**src/rtl/core/avg_pool_accumulate_scale_clamp_defines.svh**
```systemverilog
// assertion macros for the average pooling block
`ifndef AVG_POOL_ACCUMULATE_SCALE_CLAMP_DEFINES_SVH
`define AVG_POOL_ACCUMULATE_SCALE_CLAMP_DEFINES_SVH

// same-cycle implication, sampled on clk, off during reset
`define APASC_ASSERT_IMP(label, ante, cons, msg) \
  label: assert property (@(posedge clk) disable iff (!rst_n) (ante) |-> (cons)) \
    else $error(msg);

// next-cycle implication, sampled on clk, off during reset
`define APASC_ASSERT_NXT(label, ante, cons, msg) \
  label: assert property (@(posedge clk) disable iff (!rst_n) (ante) |=> (cons)) \
    else $error(msg);

`endif

```
**src/rtl/core/apasc_pkg.sv**
```systemverilog
// shared types and constants of the average pooling block
package apasc_pkg;

  localparam int MAX_CHANNELS_DEF = 256;
  localparam int ACC_WIDTH_DEF    = 32;

  localparam int SAMPLE_W   = 16;
  localparam int SCALE_W    = 17;
  localparam int SCALE_FRAC = 16;
  localparam int COUNT_W    = 9;
  localparam int CHAN_W     = 8;
  localparam int CFG_IDX_W  = 2;
  localparam int CFG_DATA_W = 16;

  localparam int FQ_DEPTH = 4;
  localparam int OQ_DEPTH = 8;
  localparam int OQ_CNT_W = $clog2(OQ_DEPTH + 1);

  typedef enum logic [CFG_IDX_W-1:0] {
    REG_CHANNEL_COUNT = 2'd0,
    REG_OUTPUT_MIN    = 2'd1,
    REG_OUTPUT_MAX    = 2'd2
  } cfg_reg_t;

  typedef struct packed {
    logic [COUNT_W-1:0]         channel_count;
    logic signed [SAMPLE_W-1:0] output_min;
    logic signed [SAMPLE_W-1:0] output_max;
  } cfg_t;

  typedef struct packed {
    logic signed [SAMPLE_W-1:0] sample;
    logic                       first_tap;
    logic                       last_tap;
    logic [SCALE_W-1:0]         scale;
    logic                       is_last_ch;
  } fe_item_t;

  typedef struct packed {
    logic signed [SAMPLE_W-1:0] pooled;
    logic [CHAN_W-1:0]          channel;
    logic                       last_channel;
  } res_t;

  typedef struct packed {
    logic [OQ_CNT_W-1:0] oq_count;
    logic [1:0]          pending;
    logic                oq_push;
    logic                oq_full;
  } bk_status_t;

endpackage

```
**src/rtl/core/apasc_fifo.sv**
```systemverilog
// small register fifo with occupancy count
module apasc_fifo #(
  parameter int WIDTH = 8,
  parameter int DEPTH = 4,
  localparam int PW = (DEPTH > 1) ? $clog2(DEPTH) : 1,
  localparam int CW = $clog2(DEPTH + 1)
) (
  input  logic             clk,
  input  logic             rst_n,
  input  logic             push,
  input  logic [WIDTH-1:0] push_data,
  input  logic             pop,
  output logic [WIDTH-1:0] pop_data,
  output logic             empty,
  output logic             full,
  output logic [CW-1:0]    count
);

  logic [WIDTH-1:0] mem_r [DEPTH];
  logic [PW-1:0]    wr_ptr_r;
  logic [PW-1:0]    rd_ptr_r;
  logic [CW-1:0]    count_r;
  logic [CW-1:0]    count_nxt;

  assign count_nxt = count_r + CW'(push) - CW'(pop);

  always_ff @(posedge clk) begin
    if (!rst_n) begin
      wr_ptr_r <= '0;
      rd_ptr_r <= '0;
      count_r  <= '0;
    end else begin
      if (push) begin
        wr_ptr_r <= wr_ptr_r + PW'(1);
      end
      if (pop) begin
        rd_ptr_r <= rd_ptr_r + PW'(1);
      end
      count_r <= count_nxt;
    end
  end

  always_ff @(posedge clk) begin
    if (push) begin
      mem_r[wr_ptr_r] <= push_data;
    end
  end

  assign pop_data = mem_r[rd_ptr_r];
  assign empty    = (count_r == '0);
  assign full     = (count_r == CW'(DEPTH));
  assign count    = count_r;

endmodule

```
**src/rtl/core/apasc_front.sv**
```systemverilog
// front end: accepts samples, tracks channel position, queues work items
module apasc_front #(
  parameter int MAX_CHANNELS = apasc_pkg::MAX_CHANNELS_DEF,
  localparam int POS_W = (MAX_CHANNELS > 1) ? $clog2(MAX_CHANNELS) : 1
) (
  input  logic                                 clk,
  input  logic                                 rst_n,
  input  apasc_pkg::cfg_t                      cfg,
  input  logic                                 in_valid,
  output logic                                 in_stall,
  input  logic signed [apasc_pkg::SAMPLE_W-1:0] in_sample,
  input  logic                                 in_first_tap,
  input  logic                                 in_last_tap,
  input  logic [apasc_pkg::SCALE_W-1:0]        in_scale,
  output logic                                 fq_valid,
  output apasc_pkg::fe_item_t                  fq_item,
  output logic [POS_W-1:0]                     fq_pos,
  input  logic                                 fq_pop
);

  import apasc_pkg::*;

  localparam int CNT_W = (POS_W + 1 > COUNT_W) ? POS_W + 1 : COUNT_W;
  localparam int ENT_W = $bits(fe_item_t) + POS_W;

  logic [POS_W-1:0] pos_r;
  logic [POS_W-1:0] pos_nxt;
  logic [CNT_W-1:0] eff_count;
  logic [CNT_W-1:0] pos_inc;
  logic             is_last_ch;
  logic             accept;
  logic             fq_full;
  logic             fq_empty;
  fe_item_t         item;
  logic [ENT_W-1:0] fq_rd;

  // zero acts as one, above capacity acts as capacity
  always_comb begin
    priority if (cfg.channel_count == '0) begin
      eff_count = CNT_W'(1);
    end else if (CNT_W'(cfg.channel_count) > CNT_W'(MAX_CHANNELS)) begin
      eff_count = CNT_W'(MAX_CHANNELS);
    end else begin
      eff_count = CNT_W'(cfg.channel_count);
    end
  end

  assign accept     = in_valid && !in_stall;
  assign pos_inc    = CNT_W'(pos_r) + CNT_W'(1);
  assign is_last_ch = (pos_inc >= eff_count);
  assign pos_nxt    = accept ? (is_last_ch ? '0 : pos_inc[POS_W-1:0]) : pos_r;

  always_ff @(posedge clk) begin
    if (!rst_n) begin
      pos_r <= '0;
    end else begin
      pos_r <= pos_nxt;
    end
  end

  always_comb begin
    item.sample     = in_sample;
    item.first_tap  = in_first_tap;
    item.last_tap   = in_last_tap;
    item.scale      = in_scale;
    item.is_last_ch = is_last_ch;
  end

  apasc_fifo #(
    .WIDTH (ENT_W),
    .DEPTH (FQ_DEPTH)
  ) u_fq (
    .clk       (clk),
    .rst_n     (rst_n),
    .push      (accept),
    .push_data ({item, pos_r}),
    .pop       (fq_pop),
    .pop_data  (fq_rd),
    .empty     (fq_empty),
    .full      (fq_full),
    .count     ()
  );

  assign in_stall          = fq_full;
  assign fq_valid          = !fq_empty;
  assign {fq_item, fq_pos} = fq_rd;

endmodule

```
**config.mk**
```make
export PLATFORM = sky130hd
export DESIGN_NAME = apasc_front
export DESIGN_NICKNAME = d
export VERILOG_FILES = /design/src/rtl/core/avg_pool_accumulate_scale_clamp_defines.svh /design/src/rtl/core/apasc_pkg.sv /design/src/rtl/core/apasc_fifo.sv /design/src/rtl/core/apasc_front.sv
export SDC_FILE = /design/constraint.sdc
export NUM_CORES = 1
export LEC_CHECK = 0
export BUFFER_PORTS_ARGS = -buffer_cell sky130_fd_sc_hd__buf_4
export CELL_PAD_IN_SITES_DETAIL_PLACEMENT = 0
export CELL_PAD_IN_SITES_GLOBAL_PLACEMENT = 2
export CORE_UTILIZATION = 42
export DETAILED_ROUTE_END_ITERATION = 16
export HOLD_SLACK_MARGIN = 0.12
export PLACE_DENSITY = 0.78
export SETUP_SLACK_MARGIN = 0.02
export SYNTH_ARGS = -nofsm -noshare
export SYNTH_HDL_FRONTEND = slang
export SYNTH_SLANG_ARGS = --single-unit
```
**constraint.sdc**
```tcl
create_clock -name clk -period 3.9 [get_ports clk]
set_clock_uncertainty 0.1 [all_clocks]
set_input_delay 0.39 -clock clk [delete_from_list [all_inputs] [get_ports clk]]
set_output_delay 0.39 -clock clk [all_outputs]
set_load 0.01 [all_outputs]
```
==> run_results.csv, run 1 <==
group,metric,value,unit
finish,nNetsFinal,606,
floorplan,core,17400,sq um
min_path,hp-class,"primary input to flop",
placement,place_congestion,0.686,
logic_synthesis,synth_top_family_by_area,"multiplexers",
clock_tree,cts_buffers,17,
floorplan,die_x,135,microns
critical_path,cp-start-kind,"flop",
global_route,track_usage,0.152,
critical_path,cp-end-kind,"flop",
logic_synthesis,synth_compound_gate_area_share,0.0159,
drt,wl_met3,628,microns
logic_synthesis,synth_nets,464,
power,power_density,542,nW/um^2
finish,antennaDiodeCount,0,
drt,wl_met2,6530,microns
logic_synthesis,synth_mux_area_frac,0.133,
timing,tightest_slew,0.922,ns
drt,wl_per_cell,17.5,microns
power,power.leakage,3.26,nW
placement,post-place-cells,680,
logic_synthesis,synth_cell_type_count,40,
global_route,grt_pass1_wl,20400,microns
finish,n_fill_cell,1363,
timing,maxSlewViolCount,0,
clock_tree,cts_max_level,4,
finish,drive_above_1_share,0.349,
clock_tree,cts_buffer_depth,2,
clock_tree,root_buffer,"clkbuf_16",
logic_synthesis,seq_area_frac_synth,0.753,
timing,finalSetupViolCount,0,
logic_synthesis,synth_warnings,0,
power,vdd_ir_drop_max,0.320,mV
finish,stdcell_count,747,
logic_synthesis,avgSynthCellArea,20.4,sq um
critical_path,crit_fanout,9,
critical_path,worstSetupPathType,"flop to flop",
critical_path,critPathArrivalTime,3.44,ns
clock_tree,ctsResizeCount,0,
drt,drtIter0Drc,257,
logic_synthesis,synthAdderAreaFrac,0.0295,
timing,timing_hold_violations_final,0,
timing,min_period,3.19,ns
drt,wirelength,13100,microns
timing,min_period_over_period,0.819,
logic_synthesis,syn_area,7470,sq um
placement,io_buffers,93,
placement,hpwl,7710,microns
placement,place_ws,0.692,ns
global_route,grt_remaining_overflow,0,
floorplan,die_area,18300,sq um
timing,fmax,313,MHz
floorplan,initial_core_util,0.431,
timing,postLayoutSetupSlackWorst,0.706,ns
global_route,grt_pass1_vias,3918,
logic_synthesis,syn_inst,367,
clock_tree,clock-sinks,193,
drt,vias_per_cell,5.12,
logic_synthesis,ys_seq_elements,193,
timing,rsz0062_at_grt,"no",
global_route,grt_max_degree,45,
clock_tree,ctsHoldBuffers,35,
drt,routed.top_layer,"met4",
finish,syn2layout_area_growth,25.4,%
global_route,antenna_found_initial,0,
clock_tree,cts_tree,"yes",
drt,drc,0,
drt,ant_nets,0,
clock_tree,clk_pin_slew,0.06,ns
clock_tree,cts_setup_buffers,0,
timing,timing.hold.ws,0.151,ns
logic_synthesis,synth-xor-area-share,0.0129,
logic_synthesis,yosys.area_share.simple,0.0454,
drt,num_vias,3825,
drt,drt_pass1_iterations,4,
timing,fin_tns_setup,0,ns
floorplan,rows,48,
outcome,status,"finished clean",
floorplan,chipHeight,135,microns
clock_tree,clock_latency,0.41,ns
finish,post-route-util,0.540,
timing,relSlewSlack,0.385,
run,drv_cap,0,
critical_path,crit_required,4.14,ns
floorplan,io_pins,126,
drt,wl_met1,5830,microns
==> kinds of logic after synthesis <==
logic type,after synthesis
AOI/OAI and AO/OA,18
xor gates and xnor gates,11
adders and majority gates,17
buffers and inverters,21
DFF,193
muxes,44
and+or+nand+nor,63
==> cells in the final DEF (no fill, tap or decap), types with 3 or more instances in the layout <==
cell type / netlist / layout
a21oi_1: 8 / 8
a31oi_1: 3 / 3
and2_1: 7 / 3
and2_2: 0 / 4
buf_4: 0 / 100
clkbuf_1: 7 / 5
clkbuf_16: 0 / 17
clkinv_1: 2 / 3
clkinvlp_4: 0 / 4
dfxtp_1: 17 / 15
dlygate4sd3_1: 0 / 35
edfxtp_1: 176 / 176
ha_1: 16 / 16
inv_1: 6 / 6
mux4_2: 44 / 44
nand2_1: 22 / 22
nand3_1: 6 / 6
nor2_1: 7 / 7
nor4_1: 3 / 3
o21ai_0: 3 / 3
xnor2_1: 7 / 7
xor2_1: 4 / 4
==> synth_stat cells (all sizes together) <==
library cell / n / area share
nor3: 2 / 0.0013
clkinv: 2 / 0.0010
xnor2: 7 / 0.0082
and4: 1 / 0.0012
or4: 2 / 0.0020
nand2b: 2 / 0.0027
and3: 1 / 0.00084
nand4: 1 / 0.00084
a21oi: 8 / 0.0054
edfxtp: 176 / 0.71
nand3b: 1 / 0.0010
xor2: 4 / 0.0047
dfxtp: 17 / 0.046
a21boi: 1 / 0.0010
nor3b: 2 / 0.0027
and2: 8 / 0.0070
buf: 5 / 0.0032
nor2: 7 / 0.0035
or3: 2 / 0.0018
nor4: 3 / 0.0025
fa: 1 / 0.0027
ha: 16 / 0.027
mux4: 44 / 0.13
nand4b: 1 / 0.0012
nor2b: 2 / 0.0017
a31oi: 3 / 0.0025
inv: 7 / 0.0035
a211oi: 2 / 0.0037
o21ai: 3 / 0.0020
clkbuf: 7 / 0.0035
nand2: 22 / 0.011
nand3: 6 / 0.0040
a41o: 1 / 0.0013
==> sequential cells by signal (all words and copies together) (netlist names), named ones only <==
register       flops
u_fq.mem_r       176
pos_r              8
u_fq.count         3
u_fq.rd_ptr_r      2
u_fq.wr_ptr_r      2
==> where the power goes <==
group	switching, mW	leakage, nW	total, mW	internal (mW)
registers	0.107	1.76	2.62	2.51
clock network	0.692	0.258	1.63	0.940
logic	0.394	1.24	0.830	0.436
==> worst paths after layout <==
check / startpoint / endpoint / cells past startpoint / slack [ns]
worst max register to register: pos_r[0] / pos_r[3] / 11 / 0.71
worst min register to register: u_fq.wr_ptr_r[1] / u_fq.wr_ptr_r[1] / 2 / 0.41
worst max-delay path: pos_r[0] / pos_r[3] / 11 / 0.71
worst min-delay path: rst_n / u_fq.count[2] / 2 / 0.15
==> per-stage QoR <==
stage                     instance area, sq um  power (mW)
after detailed placement                  8470        3.49
after global placement                    8470        3.46
after global routing                      9370        5.31
final                                     9370        5.08
after CTS                                 9370        5.15
after floorplan                           7470        3.10
==> worst max-delay path: stages, from the launching register on <==
cell	delay (ns)
dfxtp_1	0.53
ha_1	0.28
nand3_1	0.19
nor2_1	0.26
xor2_1	0.21
ha_1	0.27
and4_1	0.20
and2_4	0.16
a211oi_4	0.26
inv_2	0.10
or4_1	0.40
a31oi_1	0.16
==> routing by layer <==
metal / GRT usage / vias to the layer above
li1: - / 1766
met1: 0.192 / 1951
met2: 0.255 / 101
met5: 0 / -
met3: 0.0423 / 7
met4: 0.0487 / 0
==> area by class of cell <==
class | instances | area [sq um] | area share
inverters | 9 | 33.8 | 0.00360
multi-input cells | 153 | 1770 | 0.189
clock inverters | 10 | 113 | 0.0120
well taps | 225 | 282 | 0.0300
flip-flops and latches | 193 | 5630 | 0.601
clock buffers | 22 | 444 | 0.0474
repair buffers | 135 | 1100 | 0.117
(Power assumes the default switching activity.)
==> inputs of run 2 (changes only) <==
--- a/config.mk
+++ b/config.mk
@@ -8,10 +8,10 @@
 export BUFFER_PORTS_ARGS = -buffer_cell sky130_fd_sc_hd__buf_4
 export CELL_PAD_IN_SITES_DETAIL_PLACEMENT = 0
 export CELL_PAD_IN_SITES_GLOBAL_PLACEMENT = 2
-export CORE_UTILIZATION = 42
+export CORE_UTILIZATION = 38
 export DETAILED_ROUTE_END_ITERATION = 16
 export HOLD_SLACK_MARGIN = 0.12
-export PLACE_DENSITY = 0.78
+export PLACE_DENSITY = 0.75
 export SETUP_SLACK_MARGIN = 0.02
 export SYNTH_ARGS = -nofsm -noshare
 export SYNTH_HDL_FRONTEND = slang
==> constraint.sdc (replaced) <==
create_clock -name clk -period 2.9 [get_ports clk]
set_clock_uncertainty 0.1 [all_clocks]
set_input_delay 0.29 -clock clk [delete_from_list [all_inputs] [get_ports clk]]
set_output_delay 0.29 -clock clk [all_outputs]
set_load 0.01 [all_outputs]
==> run_results.csv, run 2 (synthesized netlist as in run 1, its figures left out) <==
group,metric,value,unit
critical_path,r2r_cells,11,
placement,place_congestion,0.731,
clock_tree,cts_buffer_depth,2,
drt,vias_per_cell,4.84,
floorplan,initial_core_util,0.393,
timing,relSlewSlack,0.538,
global_route,grt_pass1_wl,20900,microns
floorplan,core,19000,sq um
drt,drc,0,
clock_tree,clk_pin_slew,0.07,ns
finish,nNetsFinal,623,
finish,final_cell_mix,"edfxtp_1, buf_4, mux4_2",
finish,largest_register,"u_fq.mem_r",
min_path,hp-class,"primary input to flop",
power,power_density,724,nW/um^2
min_path,min_to,"pos_r[1]",
clock_tree,clock_latency,0.42,ns
timing,min_period_over_period,0.921,
floorplan,rows,50,
timing,timing_hold_violations_final,0,
critical_path,path_cells,"ha_2 -> nand3_1 -> nor2_2 -> xor2_1 -> ha_1 -> and4_1 -> nor3b_2 -> a211oi_4 -> inv_2 -> or4_1 -> a31oi_1",
clock_tree,cts_buffers,17,
power,power.leakage,3.38,nW
finish,final_common_cell,"edfxtp_1",
critical_path,r2r-start,"pos_r[0]",
critical_path,path_delay_family,"simple AND/OR/NAND/NOR gates",
timing,finalSetupViolCount,0,
drt,drtIter0Drc,227,
timing,fmax,374,MHz
clock_tree,clock-sinks,193,
placement,hpwl,8250,microns
critical_path,cpMaxStageDelayCell,"or4_1",
drt,num_vias,3859,
drt,wl_per_cell,16.9,microns
critical_path,crit_fanout,4,
finish,drive_above_1_share,0.383,
finish,largest_register_ffs,176,
global_route,grt_remaining_overflow,0,
drt,ant_nets,0,
critical_path,r2r_setup_slack,0.23,ns
critical_path,cp-start-kind,"flop",
timing,timing.hold.ws,0.275,ns
finish,n_fill_cell,1542,
critical_path,worstSetupPathType,"flop to flop",
power,total_power,6.99,mW
global_route,grt_max_degree,45,
timing,min_period,2.67,ns
min_path,hp-start,"in_valid",
floorplan,die_area,20200,sq um
global_route,grt_pass1_vias,4066,
global_route,antenna_found_initial,0,
timing,tightest_slew,0.693,ns
floorplan,chipHeight,142,microns
finish,syn2layout_area_growth,29.1,%
finish,stdcell_area,9650,sq um
outcome,status,"finished clean",
timing,fin_tns_setup,0,ns
floorplan,io_pins,126,
critical_path,timing.rr.end,"pos_r[3]",
clock_tree,cts_tree,"yes",
critical_path,critPathArrivalTime,2.92,ns
timing,maxSlewViolCount,0,
critical_path,cp-end-kind,"flop",
run,drv_cap,0,
critical_path,worst-path-buf-inv,1,
timing,rsz0062_at_grt,"no",
min_path,holdPathStages,5,
drt,wirelength,13500,microns
clock_tree,root_buffer,"clkbuf_16",
power,vdd_ir_drop_max,0.390,mV
clock_tree,cts_max_level,4,
floorplan,die_x,142,microns
finish,antennaDiodeCount,0,
global_route,track_usage,0.141,
placement,io_buffers,93,
critical_path,crit_required,3.15,ns
placement,dpl_cell_area,8670,sq um
critical_path,critical_path.max_stage_delay,0.40,ns
drt,drt_pass1_iterations,6,
## run 2: area by class of cell
type	instances	area, sq um	area share
clock inverter	13	161	0.0167
timing repair buffer	152	1280	0.133
multi-input combinational	153	1780	0.185
tap	260	325	0.0337
clock buffer	18	429	0.0445
sequential	193	5630	0.584
inverter	9	33.8	0.00350
## run 2: timing repair
action / in CTS / in global routing
buffers inserted: 0 / 1
endpoints found under the hold margin: 148 / 0
resized for setup: 0 / 2
hold buffers: 37 / 0
setup endpoints to repair: 0 / 3
## run 2: worst reg2reg max path, cell delays in order, from the launching register on
cell and delay, ns:
dfxtp_2 0.36, ha_2 0.18, nand3_1 0.11, nor2_2 0.16, xor2_1 0.18, ha_1 0.27, and4_1 0.21, nor3b_2 0.17
a211oi_4 0.24, inv_2 0.08, or4_1 0.40, a31oi_1 0.16
## run 2: how the worst max path moves through the flow
stage | slack [ns] | end | from | depth (start not counted)
3_5_place_dp | 0.12 | pos_r[3] | pos_r[1] | 11
5_1_grt | 0.05 | pos_r[3] | pos_r[0] | 11
2_1_floorplan | 0.05 | pos_r[3] | pos_r[1] | 11
3_3_place_gp | 0.14 | pos_r[4] | pos_r[1] | 11
4_1_cts | 0.11 | pos_r[3] | pos_r[1] | 11
6_report | 0.23 | pos_r[3] | pos_r[0] | 11
## run 2: layer usage
layer	share of wire	wire length [microns]	global-route usage
met4	0.016	212	0.0640
met3	0.045	603	0.0316
met5	0	0	0
met1	0.44	5970	0.174
met2	0.50	6680	0.237
## run 2: stage by stage
stage	cells	utilization	worst slack [ns]
floorplan	367	-	0.0533
global placement	729	0.456	0.138
detailed placement	729	0.456	0.120
CTS	797	0.507	0.112
global route	798	0.507	0.0540
finish	798	0.507	0.228
## run 2: power breakdown
group          internal, mW  switching, mW  leakage [nW]
sequential             3.38          0.107          1.77
clock                  1.35          0.962         0.279
combinational         0.615          0.571          1.33
